File: config.mk
export PLATFORM = sky130hd
export DESIGN_NAME = cstp_ram
export DESIGN_NICKNAME = d
export VERILOG_FILES = /design/src/sv/call_stack_time_profiler_defines.svh /design/src/sv/cstp_ram.sv
export SDC_FILE = /design/constraint.sdc
export NUM_CORES = 1
export LEC_CHECK = 0
export BUFFER_PORTS_ARGS = -buffer_cell sky130_fd_sc_hd__buf_2
export CAP_MARGIN = 10
export CORE_MARGIN = 3
export CORE_UTILIZATION = 60
export CTS_CLUSTER_DIAMETER = 40
export DETAILED_ROUTE_END_ITERATION = 12
export GPL_TIMING_DRIVEN = 0
export PLACE_DENSITY = 0.86
export SKIP_LAST_GASP = 1
export SYNTH_ARGS = -nofsm -noshare
export SYNTH_HDL_FRONTEND = slang
export SYNTH_SLANG_ARGS = --single-unit
File: constraint.sdc
create_clock -name clk -period 2 [get_ports clk]
set_input_delay 0 -clock clk [delete_from_list [all_inputs] [get_ports clk]]
set_output_delay 0 -clock clk [all_outputs]
set_load 0.05 [all_outputs]
File: src/sv/call_stack_time_profiler_defines.svh
// Assertion macros for the call stack time profiler
`ifndef CALL_STACK_TIME_PROFILER_DEFINES_SVH
`define CALL_STACK_TIME_PROFILER_DEFINES_SVH

// same-cycle implication, sampled on clk, off while rst_n is low
`define CSTP_ASSERT_NOW(lbl, ante, cons, msg) \
  lbl: assert property (@(posedge clk) disable iff (!rst_n) (ante) |-> (cons)) else $error(msg);

// next-cycle implication, sampled on clk, off while rst_n is low
`define CSTP_ASSERT_NEXT(lbl, ante, cons, msg) \
  lbl: assert property (@(posedge clk) disable iff (!rst_n) (ante) |=> (cons)) else $error(msg);

`endif

File: src/sv/cstp_ram.sv
// Generic RAM: one write port, two registered read ports
module cstp_ram #(
  parameter int WIDTH = 8,
  parameter int DEPTH = 16
) (
  input  logic                     clk,
  input  logic                     we,
  input  logic [$clog2(DEPTH)-1:0] waddr,
  input  logic [WIDTH-1:0]         wdata,
  input  logic [$clog2(DEPTH)-1:0] raddr_a,
  output logic [WIDTH-1:0]         rdata_a,
  input  logic [$clog2(DEPTH)-1:0] raddr_b,
  output logic [WIDTH-1:0]         rdata_b
);

  logic [WIDTH-1:0] mem [DEPTH];

  always_ff @(posedge clk) begin
    if (we) begin
      mem[waddr] <= wdata;
    end
    rdata_a <= mem[raddr_a];
    rdata_b <= mem[raddr_b];
  end

endmodule

# Word-level counts from Yosys, hierarchy flattened
# Memory sizes are Yosys's and may differ from the RTL's. A register that Yosys moved wholly into a read port is not among the register bits.
# Cells that the tools add are included.
totals:
  regBits: 0
  ramBits: 128
  memories: 1
  wordCells: 3
classes:
  n_mux: 2
memory_table:
  columns: ["memory", "depth", "width", "rd", "rd_clocked_by_memory_dff", "write_ports", "line", "rtl"]
  rows:
  - ["mem", 16, 8, 2, 2, 1, "cstp_ram.sv:16", "logic [WIDTH-1:0] mem [DEPTH];"]
op_table:
  columns: ["op", "n"]
  rows:
  - ["$mux 1", 2]

# Depth between registers and ports, before layout
# Gate-level depths: netlist (run 1).
logic_depth:
  ltp_word: 2
  mapped_depth: 5
  ltp_nobuf: 3

# Worst setup path before layout (run 1)
# Ideal clock, no wire load.
synth_path:
  path_type: "input port to flip-flop"
  start: "input port waddr[2]"
  end: "memory mem[0][0] (enable)"
  arrival_time_ps: 1110
  path_stages: 2
  setup_slack_ps: 507
  t_required_ps: 1617
  path_cell_list: "or3b_2 > nor3_1"
synth_lines:
  columns: ["item", "line", "rtl"]
  rows:
  - ["from (decl)", "cstp_ram.sv:8", "input logic [$clog2(DEPTH)-1:0] waddr,"]
  - ["to (decl)", "cstp_ram.sv:16", null]
# No word-level cell before the write port.

==> results of run 1 <==
tightest hold or removal path, stage by stage:
cell                      delay, ns
sky130_fd_sc_hd__buf_2         0.13
sky130_fd_sc_hd__mux4_1        0.19
sky130_fd_sc_hd__a22oi_1       0.10
sky130_fd_sc_hd__nand2_1       0.09
final cells by class:
type	instances	area share, %
clock inverter	15	1.73
sequential	144	56.4
tap	133	2.25
clock buffer	17	5.61
buffer	20	2.34
multi-input combinational	143	27.2
timing repair buffer	52	4.47
flip-flops by register name (all words and copies together), names as in the netlist:
signal	count
rdata_b	8
rdata_a	8
mem	128
worst max-delay path by stage:
stage,depth (start not counted),end,from,slack (ns)
2_1_floorplan,2,mem[0][0]$_DFFE_PP_,waddr[2],0.51
3_5_place_dp,3,mem[3][1]$_DFFE_PP_,waddr[2],0.15
6_report,4,rdata_b[0]$_DFF_P_,mem[2][0]$_DFFE_PP_,0.08
3_3_place_gp,3,mem[0][3]$_DFFE_PP_,waddr[2],-0.15
4_1_cts,4,rdata_b[0]$_DFF_P_,mem[2][0]$_DFFE_PP_,0.12
5_1_grt,4,rdata_b[0]$_DFF_P_,mem[2][0]$_DFFE_PP_,0.02
cell families after synthesis:
| family | count (synthesis) |
|---|---|
| flip-flops | 144 |
| multiplexers | 64 |
| AND/OR/NAND/NOR | 47 |
| AO/OA/AOI/OAI | 32 |
| buffers and inverters | 20 |
layer usage:
layer	routed length, µm	vias to the layer above	part of all wire, %
met3	1270	39	8.8
met4	420	0	2.9
met2	7420	239	51
met1	5340	1837	37
met5	0	-	0
li1	-	1490	-
Yosys cell counts:
cell type                           n  share of area (%)
sky130_fd_sc_hd__buf_2              6               0.47
sky130_fd_sc_hd__mux4_1            28                 12
sky130_fd_sc_hd__nand2b_1           2               0.20
sky130_fd_sc_hd__nand2_1           17                1.0
sky130_fd_sc_hd__a22oi_1           32                3.8
sky130_fd_sc_hd__nor2_1            14               0.83
sky130_fd_sc_hd__or3b_2             1               0.14
sky130_fd_sc_hd__clkdlybuf4s25_2    6               0.95
sky130_fd_sc_hd__mux4_4             2               0.79
sky130_fd_sc_hd__mux4_2            34                 12
sky130_fd_sc_hd__nor2b_1            2               0.20
sky130_fd_sc_hd__buf_4              2               0.24
sky130_fd_sc_hd__edfxtp_1         128                 61
sky130_fd_sc_hd__and2b_1            2               0.24
sky130_fd_sc_hd__and2_1             2               0.20
sky130_fd_sc_hd__nand3_1            1              0.079
sky130_fd_sc_hd__dfxtp_1           16                5.0
sky130_fd_sc_hd__buf_6              6                1.1
sky130_fd_sc_hd__nand3b_1           2               0.24
sky130_fd_sc_hd__nor3_1             4               0.32
stage by stage:
| step | power, mW | hold slack (ns) |
|---|---|---|
| finish | 6.96 | 0.0181 |
| detailed placement | 4.10 | 0.395 |
| floorplan | 3.89 | 0.0989 |
| CTS | 6.97 | 0.00616 |
| global placement | 4.08 | 0.376 |
| global route | 7.15 | 0.0127 |
power breakdown:
part           internal (mW)  switching [mW]  total [mW]
combinational          0.257           0.411       0.668
clock                   1.56            1.33        2.89
sequential              3.37          0.0311        3.40
what timing repair did:
item / in CTS / in global routing
hold endpoints to repair: 140 / 0
buffers inserted: 0 / 0
resized for setup: 0 / 0
hold buffers: 13 / 0
==> flow_metrics.py, run 1 <==
metrics = {
    "setup_path": {
        "worst-endpoint-required_ns": 2.40,
        "startpoint_type": "flop",
        "cp.buffers_inverters": 1,
        "critical_path.endpoint_type": "flop",
        "regToRegEndpoint": "rdata_b[0]$_DFF_P_",
        "reg2regPathDepth": 4,
        "reg2reg_from": "mem[2][0]$_DFFE_PP_",
        "worst_path_dominant_cell_family": "buffers and inverters",
        "worstPathCellList": "mux4_1 > dlygate4sd3_1 > a22oi_1 > nand2_1",
        "crit_path_max_fanout": 2,
        "setup.reg_to_reg.worst_slack_ns": 0.08,
        "critical_path_arrival_ns": 2.32,
        "timing.critical_path.slowest_cell_delay_ns": 0.58,
        "criticalPathCategory": "reg2reg",
        "critical_path.slowest_cell": "sky130_fd_sc_hd__dlygate4sd3_1",
    },
    "floorplan": {
        "fp.dieW_um": 109,
        "rows": 36,
        "num_io_pins": 38,
        "chipHeight_um": 109,
        "placeableCoreArea_mm2": 0.0100,
        "floorplan.initialDensity_pct": 63.2,
        "floorplan.die_area_mm2": 0.0118,
    },
    "route": {
        "detail_route.drc_violations": 0,
        "detail_route.iter0.violations": 338,
        "dr.pass1.iters": 5,
        "detail_route.wl_per_cell_um": 27.6,
        "drt_wl_total_um": 14500,
        "vias": 3605,
        "ant_nets": 0,
        "viasPerCell": 6.88,
    },
    "grt": {
        "antenna_found_initial": 0,
        "global_route.overflow_total": 0,
        "grt_usage_pct": 27.2,
        "maximum_number_of_pins_on_one_net_before_global_route_repair": 17,
        "grt_pass1_wl_um": 22000,
        "global_route.usage.met1_pct": 34.7,
        "groute.layer.met3.usage_pct": 5.98,
        "grt_most_used_layer": "met2",
        "vias_in_the_first_global_route": 3793,
        "gr-usage-met2_pct": 45.4,
    },
    "synth": {
        "yosys_register_bits": 144,
        "synth_xor_area_share_pct": 0,
        "yosys.cell_types.count": 20,
        "sequential_element_share_of_the_synthesized_area_pct": 65.6,
        "syn-num-nets": 329,
        "synthSimpleGateAreaFrac_pct": 3.43,
        "synth_top_family_by_area": "multiplexers",
        "mappedNetlistArea_mm2": 0.00635,
        "synth_mux_area_share_pct": 24.4,
        "area_fraction_in_compound_gates_after_synthesis_pct": 3.79,
        "netlist_instances": 307,
        "synthesis.area_per_instance_um2": 20.7,
        "yosysWarningCount": 0,
        "post_synth_fa_ha_maj_area_fraction_pct": 0,
    },
    "timing": {
        "hold_viol": 0,
        "tightestPinTransition_ns": 1.09,
        "final-setup-viol-count": 0,
        "finalWorstSetupSlack_ns": 0.0813,
        "totalNegativeSetupSlack_ns": 0,
        "slew-limit-headroom_pct": 27.4,
        "timing_max_transition_violations_final": 0,
        "grt_setup_unrepaired": "no",
        "fin_skew_ns": 0.0124,
        "layout_worst_path_cycle_share_pct": 95.9,
        "timing.final.crit_period_ns": 1.92,
        "maxClockFrequency_mhz": 521,
    },
    "clock_tree": {
        "cts.sinks": 144,
        "clk_transition_reported_paths_ns": 0.07,
        "clock_tree.root_cell": "sky130_fd_sc_hd__clkbuf_8",
        "clk-insertion-delay-late_ns": 0.53,
        "cts-buffers-inserted": 17,
        "clock_tree_from_tritoncts": "done",
        "h-tree-depth": 4,
        "clockBufferDepth": 2,
    },
    "pwr": {
        "pwr_density_cell_mw_per_mm2": 942,
        "power.ir.vdd_worst_mv": 0.763,
        "leakage_nw": 2.57,
    },
    "worst_hold_path": {
        "min_path_cells": 4,
        "hold_class": "in2reg",
        "worstHoldEndpoint": "rdata_a[7]$_DFF_P_",
        "min-delay-start": "raddr_a[1]",
    },
    "run": {
        "maxCapViolations": 0,
    },
    "placed_design": {
        "detailedPlace.worstSlack_ns": 0.148,
        "place_congestion": 0.790,
        "place_hpwl_um": 9260,
        "placed_area_mm2": 0.00671,
        "dpl.cell_count": 479,
        "port_buffers": 35,
    },
    "cells_and_area": {
        "layout_commonest_cell": "sky130_fd_sc_hd__edfxtp_1",
        "commonest_cells_after_routing_fill_and_taps_aside": "128 x sky130_fd_sc_hd__edfxtp_1, 43 x sky130_fd_sc_hd__buf_2, 34 x sky130_fd_sc_hd__mux4_2",
        "count_of_non_filler_cells_in_the_finished_layout": 524,
        "layout-area-overhead-vs-synth_pct": 16.4,
        "final_layout_size_suffix_gt1_share_pct": 32.7,
        "finish.instance_area_mm2": 0.00738,
        "sequential_cell_area_mm2": 0.00416,
        "multi_input_logic_area_mm2": 0.00201,
        "finish.net_count": 400,
        "finish.utilization_pct": 73.5,
        "num-fill-cells": 553,
        "n_antenna_cell": 0,
    },
    "run_status": {
        "outcome": "finished clean",
    },
}
Note: power is estimated with default switching activity, not from simulation.
==> inputs of run 2 (changes only) <==
--- a/config.mk
+++ b/config.mk
@@ -8,11 +8,11 @@
 export BUFFER_PORTS_ARGS = -buffer_cell sky130_fd_sc_hd__buf_2
 export CAP_MARGIN = 10
 export CORE_MARGIN = 3
-export CORE_UTILIZATION = 60
+export CORE_UTILIZATION = 50
 export CTS_CLUSTER_DIAMETER = 40
 export DETAILED_ROUTE_END_ITERATION = 12
 export GPL_TIMING_DRIVEN = 0
-export PLACE_DENSITY = 0.86
+export PLACE_DENSITY = 0.75
 export SKIP_LAST_GASP = 1
 export SYNTH_ARGS = -nofsm -noshare
 export SYNTH_HDL_FRONTEND = slang
==> run 2 against run 1 <==
  * Die area rose by 19%
  * Sequential power barely moved
  * Register-to-register slack improved by 0.40 ns
  * Via count fell by 3.1%
  * Routed wire length rose by 0.19%
  * Largest power group unchanged
  * Fmax rose by 26%
  * Sequential share of layout area barely moved
  * Critical path depth fell by 1
  * Clock skew fell by 0.0047 ns
  * Critical path type unchanged
==> flow_metrics.py, run 2 (synthesis gave the netlist of run 1 again) <==
metrics = {
    "run_status": {
        "outcome": "finished clean",
    },
    "pwr": {
        "clockPowerShare_pct": 41.8,
        "pwr_density_cell_mw_per_mm2": 945,
        "design_power_total_mw": 6.98,
        "power_switching_share_pct": 22.6,
        "comb_power_share_pct": 9.5,
        "power_report.internal_total_mw": 5.41,
        "p_switching_mw": 1.57,
        "power.ir.vdd_worst_mv": 0.579,
        "leakage_nw": 2.56,
        "share_of_total_power_in_sequential_cells_pct": 48.7,
    },
    "clock_tree": {
        "cts-buffers-inserted": 17,
        "cts.sinks": 144,
        "h-tree-depth": 4,
        "clk_transition_reported_paths_ns": 0.06,
        "clockBufferDepth": 2,
        "cts.repair.resized": 0,
        "post_cts_setup_buffer_count": 0,
        "clock_tree.root_cell": "sky130_fd_sc_hd__clkbuf_16",
        "clock_tree_from_tritoncts": "done",
        "clk-insertion-delay-late_ns": 0.42,
    },
    "floorplan": {
        "rows": 40,
        "num_io_pins": 38,
        "floorplan.die_area_mm2": 0.0141,
        "fp.dieW_um": 119,
        "floorplan.initialDensity_pct": 52.0,
        "placeableCoreArea_mm2": 0.0122,
        "chipHeight_um": 119,
    },
    "timing": {
        "maxClockFrequency_mhz": 659,
        "totalNegativeSetupSlack_ns": 0,
        "grt_setup_unrepaired": "no",
        "finalWorstSetupSlack_ns": 0.483,
        "hold_viol": 0,
        "layout_worst_path_cycle_share_pct": 75.9,
        "timing_max_transition_violations_final": 0,
        "slew-limit-headroom_pct": 33.2,
        "finalHoldWorstSlack_ns": 0.0482,
        "fin_skew_ns": 0.00773,
        "final-setup-viol-count": 0,
        "timing.final.crit_period_ns": 1.52,
        "tightestPinTransition_ns": 0.998,
    },
    "cells_and_area": {
        "n_antenna_cell": 0,
        "layout_commonest_cell": "sky130_fd_sc_hd__edfxtp_1",
        "final_layout_size_suffix_gt1_share_pct": 32.0,
        "count_of_non_filler_cells_in_the_finished_layout": 552,
        "flip_flop_count_of_the_largest_register_after_layout": 128,
        "regMostFlops": "mem",
        "layout-area-overhead-vs-synth_pct": 16.3,
        "finish.instance_area_mm2": 0.00738,
        "commonest_cells_after_routing_fill_and_taps_aside": "128 x sky130_fd_sc_hd__edfxtp_1, 43 x sky130_fd_sc_hd__buf_2, 34 x sky130_fd_sc_hd__mux4_2",
        "num-fill-cells": 866,
        "finish.utilization_pct": 60.5,
        "largest_registers": "mem (128), rdata_a (8), rdata_b (8)",
        "finish.net_count": 393,
    },
    "setup_path": {
        "regToRegEndpoint": "rdata_a[0]$_DFF_P_",
        "worst-endpoint-required_ns": 2.30,
        "critical_path.endpoint_type": "flop",
        "startpoint_type": "flop",
        "crit_path_max_fanout": 2,
        "cp-endpoint": "rdata_a[0]$_DFF_P_",
        "reg2reg_from": "mem[3][0]$_DFFE_PP_",
        "setup.reg_to_reg.worst_slack_ns": 0.48,
        "reg2regPathDepth": 3,
        "criticalPathCategory": "reg2reg",
        "critical_path.startpoint": "mem[3][0]$_DFFE_PP_",
        "critical_path_arrival_ns": 1.81,
    },
    "placed_design": {
        "detailedPlace.worstSlack_ns": 0.201,
        "place_hpwl_um": 9560,
        "placed_area_mm2": 0.00675,
        "place_congestion": 0.805,
        "port_buffers": 35,
        "dpl.cell_count": 512,
    },
    "worst_hold_path": {
        "min-delay-start": "waddr[0]",
        "hold_class": "in2reg",
    },
    "grt": {
        "vias_in_the_first_global_route": 3643,
        "maximum_number_of_pins_on_one_net_before_global_route_repair": 17,
        "global_route.overflow_total": 0,
        "grt_pass1_wl_um": 22500,
        "grt_usage_pct": 22.1,
        "antenna_found_initial": 0,
    },
    "route": {
        "ant_nets": 0,
        "vias": 3495,
        "detail_route.drc_violations": 0,
        "detail_route.wl_per_cell_um": 26.2,
        "dr.pass1.iters": 5,
        "viasPerCell": 6.33,
        "drt_wl_total_um": 14500,
        "detail_route.iter0.violations": 394,
    },
    "run": {
        "maxCapViolations": 0,
    },
}
## run 2: changes by cell type in the layout (fill, tap and decap cells not counted), sizes merged
cell and delta:
inv -5, clkinvlp -4, dlygate4sd3 -5, clkbuf +10, buf -2, clkinv -1
## run 2: worst max-delay path: stages (launching register included)
cell and delay [ns]:
sky130_fd_sc_hd__edfxtp_1 0.39, sky130_fd_sc_hd__mux4_4 0.62, sky130_fd_sc_hd__a22oi_1 0.28, sky130_fd_sc_hd__nand2_1 0.10
## run 2: how the worst min path moves through the flow
stage,to,slack (ns),cells after the start
2_1_floorplan,mem[0][0]$_DFFE_PP_,0.1,0
6_report,mem[4][6]$_DFFE_PP_,0.05,2
5_1_grt,mem[4][5]$_DFFE_PP_,0.05,2
3_5_place_dp,mem[6][5]$_DFFE_PP_,0.40,1
4_1_cts,mem[4][5]$_DFFE_PP_,0.02,2
3_3_place_gp,mem[12][1]$_DFFE_PP_,0.39,1
## run 2: cell type report
class / count / area (µm²) / share of cell area (%)
plain buffers: 20 / 173 / 2.34
clock inverters: 5 / 27.5 / 0.373
multi-input cells: 143 / 2020 / 27.4
repair buffers: 45 / 265 / 3.59
well taps: 168 / 210 / 2.85
flip-flops and latches: 144 / 4160 / 56.4
clock buffers: 27 / 524 / 7.10
## run 2: repair_timing
action | CTS | global route
hold buffers | 8 | 0
setup endpoints to repair | 0 | 0
endpoints found under the hold margin | 128 | 0
## run 2: power by group through the flow
stage | logic [mW] | registers (mW) | clock network [mW]
2_1_floorplan | 0.304 | 3.59 | 0
6_report | 0.663 | 3.40 | 2.92
3_3_place_gp | 0.636 | 3.45 | 0
5_1_grt | 0.700 | 3.41 | 3.09
3_5_place_dp | 0.651 | 3.46 | 0
4_1_cts | 0.664 | 3.40 | 2.96
## run 2: per-layer routing
metal	vias to the layer above	part of all wire, %	global-route usage [%]
li1	1466	-	-
met1	1809	40	29.6
met2	192	50	35.0
met3	28	7.4	5.12
met4	0	2.6	9.34
met5	-	0	0
==> inputs of run 3 (changes only) <==
==> constraint.sdc (replaced) <==
create_clock -name clk -period 1.5 [get_ports clk]
set_input_delay 0 -clock clk [delete_from_list [all_inputs] [get_ports clk]]
set_output_delay 0 -clock clk [all_outputs]
set_load 0.05 [all_outputs]
==> run 3 against run 2 <==
  * Fmax rose by 5.2%
  * Highest routed layer unchanged
  * Critical path type unchanged
  * Non-clock buffer count stayed put
  * Global-route usage hardly changed
  * Combinational power grew 34%
  * Clock power is 33% higher
  * Flip-flop and latch count is the same
  * Critical path depth is the same
  * Via count about the same
  * Register-to-register slack worse by 0.42 ns
  * Design area rose by 0.20%
  * Routed wire length down 0.23%
  * Total power up 33%
==> flow_metrics.py, run 3 (synthesis gave the netlist of run 1 again) <==
metrics = {
    "cells_and_area": {
        "count_of_non_filler_cells_in_the_finished_layout": 552,
        "n_antenna_cell": 0,
        "final_layout_size_suffix_gt1_share_pct": 32.8,
        "commonest_cells_after_routing_fill_and_taps_aside": "128 x sky130_fd_sc_hd__edfxtp_1, 43 x sky130_fd_sc_hd__buf_2, 34 x sky130_fd_sc_hd__mux4_2",
        "layout_commonest_cell": "sky130_fd_sc_hd__edfxtp_1",
        "sequential_cell_area_mm2": 0.00416,
        "finish.utilization_pct": 60.6,
        "num-fill-cells": 868,
        "multi_input_logic_area_mm2": 0.00203,
        "layout-area-overhead-vs-synth_pct": 16.6,
        "largest_registers": "mem (128), rdata_a (8), rdata_b (8)",
        "finish.net_count": 393,
        "flip_flop_count_of_the_largest_register_after_layout": 128,
        "regMostFlops": "mem",
    },
    "pwr": {
        "power.ir.vdd_worst_mv": 0.773,
        "pwr_density_cell_mw_per_mm2": 1260,
        "share_of_total_power_in_sequential_cells_pct": 48.7,
        "design_power_total_mw": 9.31,
        "power_switching_share_pct": 22.5,
        "p_switching_mw": 2.10,
        "comb_power_share_pct": 9.5,
        "clockPowerShare_pct": 41.8,
        "leakage_nw": 2.56,
        "power_report.internal_total_mw": 7.21,
    },
    "worst_hold_path": {
        "min-delay-start": "waddr[0]",
        "hold_class": "in2reg",
    },
    "floorplan": {
        "rows": 40,
        "fp.dieW_um": 119,
        "chipHeight_um": 119,
        "floorplan.die_area_mm2": 0.0141,
        "num_io_pins": 38,
        "placeableCoreArea_mm2": 0.0122,
        "floorplan.initialDensity_pct": 52.0,
    },
    "clock_tree": {
        "clock_tree_from_tritoncts": "done",
        "cts-buffers-inserted": 17,
        "h-tree-depth": 4,
        "cts.sinks": 144,
        "clk-insertion-delay-late_ns": 0.42,
        "clockBufferDepth": 2,
        "clk_transition_reported_paths_ns": 0.06,
        "clock_tree.root_cell": "sky130_fd_sc_hd__clkbuf_16",
        "post_cts_setup_buffer_count": 0,
    },
    "timing": {
        "slew-limit-headroom_pct": 34.7,
        "totalNegativeSetupSlack_ns": 0,
        "hold_viol": 0,
        "layout_worst_path_cycle_share_pct": 96.1,
        "tightestPinTransition_ns": 0.976,
        "final-setup-viol-count": 0,
        "maxClockFrequency_mhz": 693,
        "timing.final.crit_period_ns": 1.44,
        "finalHoldWorstSlack_ns": 0.0428,
        "fin_skew_ns": 0.0100,
        "timing_max_transition_violations_final": 0,
        "grt_setup_unrepaired": "no",
    },
    "setup_path": {
        "critical_path.endpoint_type": "flop",
        "critical_path_arrival_ns": 1.74,
        "reg2reg_from": "mem[3][0]$_DFFE_PP_",
        "startpoint_type": "flop",
        "criticalPathCategory": "reg2reg",
        "worst-endpoint-required_ns": 1.80,
        "critical_path.startpoint": "mem[3][0]$_DFFE_PP_",
        "crit_path_max_fanout": 2,
    },
    "grt": {
        "vias_in_the_first_global_route": 3641,
        "antenna_found_initial": 0,
        "global_route.overflow_total": 0,
        "grt_pass1_wl_um": 22400,
        "grt_usage_pct": 22.1,
        "maximum_number_of_pins_on_one_net_before_global_route_repair": 17,
    },
    "placed_design": {
        "dpl.cell_count": 512,
        "port_buffers": 35,
        "place_congestion": 0.805,
        "place_hpwl_um": 9560,
    },
    "route": {
        "drt_wl_total_um": 14500,
        "detail_route.wl_per_cell_um": 26.2,
        "detail_route.drc_violations": 0,
        "dr.pass1.iters": 5,
        "detail_route.iter0.violations": 346,
        "vias": 3496,
        "viasPerCell": 6.33,
        "ant_nets": 0,
    },
    "run": {
        "maxCapViolations": 0,
    },
    "run_status": {
        "outcome": "finished clean",
    },
}
## run 3: power by group through the flow
| stage | clock (mW) | combinational [mW] | sequential, mW |
|---|---|---|---|
| after floorplan | 0 | 0.405 | 4.78 |
| after global placement | 0 | 0.848 | 4.60 |
| after detailed placement | 0 | 0.867 | 4.61 |
| after CTS | 3.94 | 0.889 | 4.53 |
| after global routing | 4.12 | 0.939 | 4.54 |
| final | 3.89 | 0.889 | 4.53 |
## run 3: metrics by stage
step	worst slack, ns	instance area (µm²)
floorplan	0.00713	6350
global placement	-0.746	6730
detailed placement	-0.299	6750
CTS	0.0242	7390
global route	0.00568	7400
finish	0.0579	7400
## run 3: area by class of cell
class,count,area share (%)
timing repair buffer,45,3.59
multi-input combinational,143,27.5
buffer,20,2.33
tap,168,2.84
clock buffer,27,7.09
sequential,144,56.3
clock inverter,5,0.372
## run 3: repair_timing
item,4_1_cts,5_1_grt
setup endpoints to repair,2,2
hold buffers,8,0
pin swaps,0,2
hold endpoints to repair,128,0
resized for setup,2,1
## run 3: per-layer routing
layer  global-route usage, %  share of wire [%]
met1                    29.6                 40
met2                    35.0                 50
met3                    5.12                7.1
met4                    9.34                2.5
met5                       0                  0
## run 3: path summary, 6_finish.rpt
check	cells after the start	slack (ns)	to
min	2	0.04	mem[4][5]$_DFFE_PP_
max reg2reg	3	0.06	rdata_a[0]$_DFF_P_
max	3	0.06	rdata_a[0]$_DFF_P_
min reg2reg	3	0.71	rdata_b[1]$_DFF_P_
## run 3: worst max-delay path: stages (launching register included)
cell and delay [ns]:
sky130_fd_sc_hd__edfxtp_1 0.38, sky130_fd_sc_hd__mux4_4 0.63, sky130_fd_sc_hd__a22oi_2 0.22, sky130_fd_sc_hd__nand2_1 0.09
